File: src/rtl/core/onewire_temp_sensor_sequencer_core_defines.svh
// ----------------------------------------------------------------------------
// One-wire sensor sequencer assertion macros
// Shared concurrent assertion forms, clocked on clk and disabled in reset.
// ----------------------------------------------------------------------------
`ifndef ONEWIRE_TEMP_SENSOR_SEQUENCER_CORE_DEFINES_SVH
`define ONEWIRE_TEMP_SENSOR_SEQUENCER_CORE_DEFINES_SVH

// same-cycle implication
`define OWTS_ASSERT_NOW(label, ante, cons) \
	label: assert property (@(posedge clk) disable iff (!arst_n) (ante) |-> (cons)) \
		else $error("owts: same-cycle check failed");

// next-cycle implication
`define OWTS_ASSERT_NEXT(label, ante, cons) \
	label: assert property (@(posedge clk) disable iff (!arst_n) (ante) |=> (cons)) \
		else $error("owts: next-cycle check failed");

`endif

File: src/rtl/core/owts_pkg.sv
// ----------------------------------------------------------------------------
// One-wire sensor sequencer package
// Command, status and register codes, bus command bytes and the CRC-8 step.
// ----------------------------------------------------------------------------
`timescale 1ns / 1ps

package owts_pkg;

	localparam logic [1:0] KIND_INIT    = 2'd0;
	localparam logic [1:0] KIND_MEASURE = 2'd1;
	localparam logic [1:0] KIND_REPLY   = 2'd2;
	localparam logic [1:0] KIND_TICK    = 2'd3;

	localparam logic [1:0] ACT_RESET  = 2'd0;
	localparam logic [1:0] ACT_WRITE  = 2'd1;
	localparam logic [1:0] ACT_READ   = 2'd2;
	localparam logic [1:0] ACT_REPORT = 2'd3;

	localparam logic [2:0] ST_OK     = 3'd0;
	localparam logic [2:0] ST_NOPRES = 3'd1;
	localparam logic [2:0] ST_CRC    = 3'd2;
	localparam logic [2:0] ST_FAMILY = 3'd3;
	localparam logic [2:0] ST_INITOK = 3'd4;

	localparam logic [2:0] REG_ENABLE     = 3'd0;
	localparam logic [2:0] REG_ALARM_HIGH = 3'd1;
	localparam logic [2:0] REG_ALARM_LOW  = 3'd2;
	localparam logic [2:0] REG_RESOLUTION = 3'd3;
	localparam logic [2:0] REG_WAIT       = 3'd4;
	localparam logic [2:0] REG_FAMILY     = 3'd5;

	localparam logic [7:0] CMD_READ_ROM = 8'h33;
	localparam logic [7:0] CMD_SKIP_ROM = 8'hCC;
	localparam logic [7:0] CMD_WRITE_SP = 8'h4E;
	localparam logic [7:0] CMD_CONVERT  = 8'h44;
	localparam logic [7:0] CMD_READ_SP  = 8'hBE;

	localparam logic [7:0] CRC_POLY_REFL = 8'h8C;
	localparam logic [3:0] SCRATCH_CRC_IDX = 4'd8;

	localparam logic [3:0] RES_9  = 4'd9;
	localparam logic [3:0] RES_10 = 4'd10;
	localparam logic [3:0] RES_11 = 4'd11;

	localparam logic [7:0] CFG_RES_9  = 8'h1F;
	localparam logic [7:0] CFG_RES_10 = 8'h3F;
	localparam logic [7:0] CFG_RES_11 = 8'h5F;
	localparam logic [7:0] CFG_RES_12 = 8'h7F;

	function automatic logic [7:0] crc8_step(input logic [7:0] crc_in, input logic [7:0] data);
		logic [7:0] crc;
		logic [7:0] d;
		logic       mix;
		crc = crc_in;
		d   = data;
		for (int i = 0; i < 8; i++) begin
			mix = crc[0] ^ d[0];
			crc = crc >> 1;
			if (mix) begin
				crc = crc ^ CRC_POLY_REFL;
			end
			d = d >> 1;
		end
		return crc;
	endfunction

	function automatic logic [7:0] res_byte(input logic [3:0] bits);
		logic [7:0] b;
		case (bits)
			RES_9:   b = CFG_RES_9;
			RES_10:  b = CFG_RES_10;
			RES_11:  b = CFG_RES_11;
			default: b = CFG_RES_12;
		endcase
		return b;
	endfunction

endpackage

File: src/rtl/core/onewire_temp_sensor_sequencer_core.sv
// ----------------------------------------------------------------------------
// One-wire temperature sensor sequencer core
// Byte-level command sequencer: init, measure, CRC-8 check and reporting.
// ----------------------------------------------------------------------------
// Usage:
//  Input channel (in_valid/in_ready) carries start init, start measure, bus
//  replies from the byte engine and wait ticks. Each item yields zero or one
//  result on the output channel (out_valid/out_ready): a reset, write or read
//  command for the byte engine, or a report with status and temperature.
//  Configuration is written over cfg_valid/cfg_ready (always ready) by
//  register index; the user must write it only while the sequencer is idle,
//  which the block itself does not enforce. An accepted item is held in an
//  input register, where the state update and result are formed; the result
//  is then registered in the output register when that register is empty
//  or its result transfers. One item is taken per cycle while the receiver
//  accepts. When the receiver stalls, the output register holds its result
//  and the input register still takes one more item; in_ready then drops
//  until the result transfers.
//  Reset returns the sequencer to idle with default configuration and a
//  stored temperature of zero; nothing is emitted until the next start.
// ----------------------------------------------------------------------------
`timescale 1ns / 1ps
`include "onewire_temp_sensor_sequencer_core_defines.svh"

module onewire_temp_sensor_sequencer_core
	import owts_pkg::*;
(
	input  logic               clk,
	input  logic               arst_n,
	input  logic               in_valid,
	output logic               in_ready,
	input  logic [1:0]         kind,
	input  logic               presence,
	input  logic [7:0]         read_value,
	output logic               out_valid,
	input  logic               out_ready,
	output logic [1:0]         action,
	output logic [7:0]         write_value,
	output logic signed [15:0] temperature,
	output logic [2:0]         status,
	input  logic               cfg_valid,
	output logic               cfg_ready,
	input  logic [2:0]         cfg_index,
	input  logic [9:0]         cfg_data
);

	typedef enum logic [4:0] {
		PH_IDLE,
		PH_I_RST, PH_I_ROMCMD, PH_I_FAMILY, PH_I_RST2,
		PH_I_SKIP, PH_I_WSP, PH_I_TH, PH_I_TL, PH_I_CFG,
		PH_M_RST, PH_M_SKIP, PH_M_CONV, PH_M_WAIT,
		PH_M_RST2, PH_M_SKIP2, PH_M_RSP, PH_M_READ
	} phase_t;

	logic       sensor_enable_q;
	logic [7:0] alarm_high_q;
	logic [7:0] alarm_low_q;
	logic [3:0] resolution_bits_q;
	logic [9:0] convert_wait_ticks_q;
	logic [7:0] family_code_q;

	logic       valid_s1;
	logic [1:0] kind_s1;
	logic       presence_s1;
	logic [7:0] read_value_s1;

	phase_t      phase_q, phase_n;
	logic [3:0]  byte_index_q, byte_index_n;
	logic [7:0]  running_crc_q, running_crc_n;
	logic [7:0]  low_byte_q, low_byte_n;
	logic [7:0]  high_byte_q, high_byte_n;
	logic [9:0]  wait_count_q, wait_count_n;
	logic [15:0] last_good_q, last_good_n;

	logic        out_valid_q;
	logic [1:0]  action_q;
	logic [7:0]  write_value_q;
	logic [15:0] temperature_q;
	logic [2:0]  status_q;

	logic        adv;
	logic        emit;
	logic [1:0]  act;
	logic [7:0]  wv;
	logic [2:0]  st;
	logic [9:0]  wait_inc;

	assign adv       = valid_s1 && (!out_valid_q || out_ready);
	assign in_ready  = !valid_s1 || adv;
	assign cfg_ready = 1'b1;

	assign out_valid   = out_valid_q;
	assign action      = action_q;
	assign write_value = write_value_q;
	assign temperature = temperature_q;
	assign status      = status_q;

	assign wait_inc = wait_count_q + 10'd1;

	always_comb begin
		phase_n       = phase_q;
		byte_index_n  = byte_index_q;
		running_crc_n = running_crc_q;
		low_byte_n    = low_byte_q;
		high_byte_n   = high_byte_q;
		wait_count_n  = wait_count_q;
		last_good_n   = last_good_q;
		emit          = 1'b0;
		act           = ACT_RESET;
		wv            = 8'd0;
		st            = ST_OK;
		case (kind_s1)
			KIND_INIT: begin
				if (phase_q == PH_IDLE) begin
					emit = 1'b1;
					if (!sensor_enable_q) begin
						act = ACT_REPORT;
						st  = ST_NOPRES;
					end else begin
						phase_n = PH_I_RST;
					end
				end
			end
			KIND_MEASURE: begin
				if (phase_q == PH_IDLE) begin
					emit    = 1'b1;
					phase_n = PH_M_RST;
				end
			end
			KIND_TICK: begin
				if (phase_q == PH_M_WAIT) begin
					wait_count_n = wait_inc;
					if (wait_inc >= convert_wait_ticks_q) begin
						emit    = 1'b1;
						phase_n = PH_M_RST2;
					end
				end
			end
			default: begin
				case (phase_q)
					PH_I_RST, PH_I_RST2, PH_M_RST: begin
						emit = 1'b1;
						if (!presence_s1) begin
							act     = ACT_REPORT;
							st      = ST_NOPRES;
							phase_n = PH_IDLE;
						end else begin
							act = ACT_WRITE;
							case (phase_q)
								PH_I_RST: begin
									wv      = CMD_READ_ROM;
									phase_n = PH_I_ROMCMD;
								end
								PH_I_RST2: begin
									wv      = CMD_SKIP_ROM;
									phase_n = PH_I_SKIP;
								end
								default: begin
									wv      = CMD_SKIP_ROM;
									phase_n = PH_M_SKIP;
								end
							endcase
						end
					end
					PH_I_ROMCMD: begin
						emit    = 1'b1;
						act     = ACT_READ;
						phase_n = PH_I_FAMILY;
					end
					PH_I_FAMILY: begin
						emit = 1'b1;
						if (read_value_s1 != family_code_q) begin
							act     = ACT_REPORT;
							st      = ST_FAMILY;
							phase_n = PH_IDLE;
						end else begin
							phase_n = PH_I_RST2;
						end
					end
					PH_I_SKIP: begin
						emit    = 1'b1;
						act     = ACT_WRITE;
						wv      = CMD_WRITE_SP;
						phase_n = PH_I_WSP;
					end
					PH_I_WSP: begin
						emit    = 1'b1;
						act     = ACT_WRITE;
						wv      = alarm_high_q;
						phase_n = PH_I_TH;
					end
					PH_I_TH: begin
						emit    = 1'b1;
						act     = ACT_WRITE;
						wv      = alarm_low_q;
						phase_n = PH_I_TL;
					end
					PH_I_TL: begin
						emit    = 1'b1;
						act     = ACT_WRITE;
						wv      = res_byte(resolution_bits_q);
						phase_n = PH_I_CFG;
					end
					PH_I_CFG: begin
						emit    = 1'b1;
						act     = ACT_REPORT;
						st      = ST_INITOK;
						phase_n = PH_IDLE;
					end
					PH_M_SKIP: begin
						emit    = 1'b1;
						act     = ACT_WRITE;
						wv      = CMD_CONVERT;
						phase_n = PH_M_CONV;
					end
					PH_M_CONV: begin
						wait_count_n = 10'd0;
						if (convert_wait_ticks_q == 10'd0) begin
							emit    = 1'b1;
							phase_n = PH_M_RST2;
						end else begin
							phase_n = PH_M_WAIT;
						end
					end
					PH_M_RST2: begin
						emit    = 1'b1;
						act     = ACT_WRITE;
						wv      = CMD_SKIP_ROM;
						phase_n = PH_M_SKIP2;
					end
					PH_M_SKIP2: begin
						emit    = 1'b1;
						act     = ACT_WRITE;
						wv      = CMD_READ_SP;
						phase_n = PH_M_RSP;
					end
					PH_M_RSP: begin
						emit          = 1'b1;
						act           = ACT_READ;
						byte_index_n  = 4'd0;
						running_crc_n = 8'd0;
						phase_n       = PH_M_READ;
					end
					PH_M_READ: begin
						emit = 1'b1;
						if (byte_index_q >= SCRATCH_CRC_IDX) begin
							act     = ACT_REPORT;
							phase_n = PH_IDLE;
							if (read_value_s1 != running_crc_q) begin
								st = ST_CRC;
							end else begin
								st          = ST_OK;
								last_good_n = {high_byte_q, low_byte_q};
							end
						end else begin
							act = ACT_READ;
							if (byte_index_q == 4'd0) begin
								low_byte_n = read_value_s1;
							end
							if (byte_index_q == 4'd1) begin
								high_byte_n = read_value_s1;
							end
							running_crc_n = crc8_step(running_crc_q, read_value_s1);
							byte_index_n  = byte_index_q + 4'd1;
						end
					end
					default: begin
						emit = 1'b0;
					end
				endcase
			end
		endcase
	end

	always_ff @(posedge clk or negedge arst_n) begin
		if (!arst_n) begin
			sensor_enable_q      <= 1'b1;
			alarm_high_q         <= 8'd42;
			alarm_low_q          <= 8'd246;
			resolution_bits_q    <= 4'd12;
			convert_wait_ticks_q <= 10'd750;
			family_code_q        <= 8'd40;
		end else if (cfg_valid && cfg_ready) begin
			case (cfg_index)
				REG_ENABLE:     sensor_enable_q      <= cfg_data[0];
				REG_ALARM_HIGH: alarm_high_q         <= cfg_data[7:0];
				REG_ALARM_LOW:  alarm_low_q          <= cfg_data[7:0];
				REG_RESOLUTION: resolution_bits_q    <= cfg_data[3:0];
				REG_WAIT:       convert_wait_ticks_q <= cfg_data;
				REG_FAMILY:     family_code_q        <= cfg_data[7:0];
				default: ;
			endcase
		end
	end

	always_ff @(posedge clk or negedge arst_n) begin
		if (!arst_n) begin
			valid_s1 <= 1'b0;
		end else if (in_ready) begin
			valid_s1 <= in_valid;
		end
	end

	always_ff @(posedge clk) begin
		if (in_valid && in_ready) begin
			kind_s1       <= kind;
			presence_s1   <= presence;
			read_value_s1 <= read_value;
		end
	end

	always_ff @(posedge clk or negedge arst_n) begin
		if (!arst_n) begin
			phase_q       <= PH_IDLE;
			byte_index_q  <= 4'd0;
			running_crc_q <= 8'd0;
			low_byte_q    <= 8'd0;
			high_byte_q   <= 8'd0;
			wait_count_q  <= 10'd0;
			last_good_q   <= 16'd0;
			out_valid_q   <= 1'b0;
		end else if (adv) begin
			phase_q       <= phase_n;
			byte_index_q  <= byte_index_n;
			running_crc_q <= running_crc_n;
			low_byte_q    <= low_byte_n;
			high_byte_q   <= high_byte_n;
			wait_count_q  <= wait_count_n;
			last_good_q   <= last_good_n;
			out_valid_q   <= emit;
		end else if (out_ready) begin
			out_valid_q <= 1'b0;
		end
	end

	always_ff @(posedge clk) begin
		if (adv && emit) begin
			action_q      <= act;
			write_value_q <= wv;
			temperature_q <= last_good_n;
			status_q      <= st;
		end
	end

	`OWTS_ASSERT_NOW(a_ready_only_on_stall, !in_ready, valid_s1 && out_valid_q && !out_ready)
	`OWTS_ASSERT_NOW(a_status_only_on_report, out_valid_q && action_q != ACT_REPORT,
		status_q == ST_OK)
	`OWTS_ASSERT_NOW(a_value_only_on_write, out_valid_q && action_q != ACT_WRITE,
		write_value_q == 8'd0)
	`OWTS_ASSERT_NOW(a_index_in_range, 1'b1, byte_index_q <= SCRATCH_CRC_IDX)
	`OWTS_ASSERT_NOW(a_good_only_on_ok, !$stable(last_good_q),
		out_valid_q && action_q == ACT_REPORT && status_q == ST_OK)

endmodule

File: config.mk
export PLATFORM = sky130hd
export DESIGN_NAME = onewire_temp_sensor_sequencer_core
export DESIGN_NICKNAME = d
export VERILOG_FILES = /design/src/rtl/core/owts_pkg.sv /design/src/rtl/core/onewire_temp_sensor_sequencer_core.sv
export VERILOG_INCLUDE_DIRS = /design/src /design/src/rtl/core
export SDC_FILE = /design/constraint.sdc
export NUM_CORES = 1
export LEC_CHECK = 0
export ABC_AREA = 1
export ABC_CLOCK_PERIOD_IN_PS = 5070
export BUFFER_PORTS_ARGS = -buffer_cell sky130_fd_sc_hd__buf_2
export CAP_MARGIN = 5
export CORE_MARGIN = 8
export CORE_UTILIZATION = 50
export DETAILED_ROUTE_END_ITERATION = 6
export PLACE_DENSITY = 0.66
export REMOVE_ABC_BUFFERS = 1
export SLEW_MARGIN = 15
export SYNTH_ARGS = -nofsm -noshare
export SYNTH_HDL_FRONTEND = slang
export SYNTH_SLANG_ARGS = --single-unit
export TNS_END_PERCENT = 50
File: constraint.sdc
create_clock -name clk -period 5.07 [get_ports clk]
set_clock_uncertainty 0.05 [all_clocks]
set_input_delay 0.7605 -clock clk [delete_from_list [all_inputs] [get_ports clk]]
set_output_delay 0.7605 -clock clk [all_outputs]
set_load 0.01 [all_outputs]
==> flow_metrics.py <==
metrics = {
    "outcome": {
        "outcome": "finished, final reports clean",
    },
    "setup_path": {
        "start_kind": "register",
        "arrival_ns": 3.01,
        "slowest_delay_ns": 0.40,
        "crit_fanout": 29,
        "critPathRequiredTime_ns": 5.10,
        "crit_chain": "nand3_1 > nor2_1 > nand3_1 > nand3b_1 > xor2_1 > inv_1 > ha_1 > nand2_1 > nor2_1 > nand3_1 > nand4_1 > o21bai_1 > nor2_2 > buf_4",
        "crit_family": "simple AND/OR/NAND/NOR gates",
        "slowest_stage": "dfrtp_1",
        "critPathBufInv": 2,
        "endpoint_kind": "register",
        "critPathKind": "reg2reg",
        "crit_top_cell": "nand3_1",
    },
    "cells_and_area": {
        "fin_util_pct": 58.7,
        "antenna_cells": 0,
        "areaGrowthSynthToFinish_pct": 15.2,
        "drive_gt1_share_pct": 15.2,
        "nets": 944,
        "final_cell_mix": "272 x nand2_1, 104 x inv_1, 79 x dfrtp_1",
        "nFillCells": 1252,
        "final_common_cell": "nand2_1",
    },
    "placed_design": {
        "pre_cts_ws_ns": 1.90,
        "io_buffers": 59,
        "gp_congestion": 0.940,
        "dp_hpwl_um": 11900,
    },
    "routing": {
        "wl_per_cell_um": 14.8,
        "via_per_inst": 5.06,
        "initialDrtViolationCount": 322,
        "routed_wl_um": 16200,
        "vias": 5540,
        "first_pass_iters": 7,
        "antenna_left": 0,
        "drcViolationCount": 0,
    },
    "synthesis": {
        "yosys.area_share.simple_pct": 24.7,
        "synth-xor-area-share_pct": 3.48,
        "synth-main-ff-cell": "dfrtp_1",
        "synth_top_family_by_area": "simple AND/OR/NAND/NOR gates",
        "syn_area_per_cell_um2": 8.40,
        "syn_inst": 839,
        "ys_types": 44,
        "syn_area_um2": 7050,
        "async_flop_share_pct": 71.4,
        "yosys.area_share.adder_pct": 2.49,
        "synth_edf_count": 40,
        "synthMuxAreaShare_pct": 0,
        "yosys_warnings": 0,
        "synth_compound_area_share_pct": 9.32,
        "yosysSeqAreaShare_pct": 52.9,
        "ys_ff_latch": 140,
    },
    "floorplanning": {
        "die_area_um2": 18100,
        "start_util_pct": 51.0,
        "rows": 43,
        "core_area_um2": 13800,
        "die_y_um": 135,
        "io_pins": 61,
        "die_w_um": 135,
    },
    "sta": {
        "fin_setup_tns_ns": 0,
        "hold_ws_ns": 0.351,
        "slew_headroom_pct": 49.7,
        "fin_crit_ns": 2.99,
        "tightest_slew_ns": 0.753,
        "maxSlewViolCount": 0,
        "hold_violations": 0,
        "fmax_mhz": 335,
        "setup_ws_ns": 2.08,
        "rsz0062_at_grt": "no",
        "setup_viol": 0,
        "fin_crit_sh_pct": 58.9,
    },
    "clock_tree": {
        "post_cts_buffers": 0,
        "htreeDepth": 4,
        "clkSlewWorstSetupHoldPaths_ns": 0.06,
        "cts_tree": "yes",
        "cts_root_buf": "clkbuf_16",
        "hold_buffers": 0,
        "cts_buffer_depth": 2,
        "cts_resized": 0,
        "cts_num_sinks": 140,
        "clock_latency_ns": 0.42,
        "cts_buffers": 17,
    },
    "power_and_ir_drop": {
        "p_leak_nw": 3.99,
        "max-vdd-ir-drop_mv": 0.275,
        "power_density_nw_per_um2": 448,
    },
    "global_route": {
        "grt_usage_pct": 18.8,
        "grt_pass1_vias": 5341,
        "antenna_found_initial": 0,
        "grt_overflow_total": 0,
        "grt_pass1_wl_um": 27000,
        "grt_start_max_net_pins": 59,
    },
    "run": {
        "maxCapViolCount": 0,
    },
    "min_path": {
        "hp-class": "in2async",
    },
}
## worst reg2reg max path: cells and delay by family (launching register included)
| family | cells | cell delay [ns] |
|---|---|---|
| fa+ha+maj | 1 | 0.28 |
| xor+xnor | 1 | 0.17 |
| buf+inv | 2 | 0.41 |
| simple gates | 9 | 1.17 |
| compound gates | 1 | 0.14 |
| flops | 1 | 0.40 |
## state kept, by name, indices dropped and copies added, names as in the netlist, 2 cells and up
name and count:
temperature 16, convert_wait_ticks_q 10, write_value 8, alarm_low_q 8, last_good_q 16, low_byte_q 8, running_crc_q 8, phase_q 5
action 2, byte_index_q 4, status 3, wait_count_q 10, family_code_q 8, kind_s1 2, high_byte_q 8, alarm_high_q 8
resolution_bits_q 4, read_value_s1 8
## routing by layer
layer | global-route usage [%] | up-vias | routed length, µm
met5 | 0 | - | 0
met4 | 5.86 | 0 | 205
met2 | 29.6 | 136 | 7570
met3 | 4.87 | 15 | 886
li1 | - | 2809 | -
met1 | 24.9 | 2580 | 7520
## Yosys cell counts (2+ instances only)
cell type,instances,share of area (%)
a21oi_1,11,0.78
a41oi_1,3,0.37
buf_2,3,0.21
buf_4,2,0.21
buf_6,2,0.32
clkbuf_1,10,0.53
dfrtp_1,79,28
dfstp_2,21,7.8
edfxtp_1,40,17
ha_1,14,2.5
inv_1,104,5.5
nand2_1,272,14
nand3_1,59,4.2
nand3_2,2,0.28
nand4_1,4,0.36
nor2_1,66,3.5
nor2_2,2,0.18
nor2_4,3,0.48
nor3_1,3,0.21
nor3_2,3,0.43
o21ai_0,69,4.9
o21ai_1,5,0.36
o21ai_2,14,1.7
o22ai_1,2,0.18
xnor2_1,17,2.1
xor2_1,11,1.4
## report_power, final
part           switching (mW)  internal (mW)  total (mW)
logic                   0.566          0.283       0.849
registers               0.121           1.35        1.47
clock network           0.455          0.862        1.32
## worst paths after layout
kind | from | to | slack [ns] | cells after the start
hold reg to reg | last_good_q[5] | last_good_q[5] | 0.43 | 2
min in group clk | last_good_q[5] | last_good_q[5] | 0.43 | 2
hold / removal | arst_n | high_byte_q[1] | 0.35 | 1
setup / recovery | wait_count_q[0] | temperature[7] | 2.08 | 14
setup reg to reg | wait_count_q[0] | temperature[7] | 2.08 | 14
max in group asynchronous | arst_n | convert_wait_ticks_q[5] | 3.56 | 2
## area by class of cell
type / instances / area [µm²] / area share [%]
Clock inverter: 15 / 201 / 2.48
Multi-Input combinational cell: 574 / 2820 / 34.8
Sequential cell: 140 / 3730 / 45.9
Tap cell: 180 / 225 / 2.77
Inverter: 107 / 403 / 4.96
Timing Repair Buffer: 61 / 313 / 3.85
Clock buffer: 17 / 425 / 5.24
## metrics by stage
stage,total power [mW],std cells,instance area [µm²]
2_1_floorplan,2.05,821,6950
3_3_place_gp,2.32,1062,7490
3_5_place_dp,2.33,1062,7490
4_1_cts,3.66,1094,8120
5_1_grt,3.84,1094,8120
6_report,3.64,1094,8120
## cell families (layout without fill, tap and decap cells)
| logic type | Yosys count | in the layout |
|---|---|---|
| xor+xnor | 28 | 28 |
| buf+inv | 125 | 200 |
| fa+ha+maj | 14 | 14 |
| flops | 140 | 140 |
| other cells | 1 | 1 |
| compound gates | 113 | 113 |
| simple gates | 418 | 418 |
(Power assumes the default switching activity.)
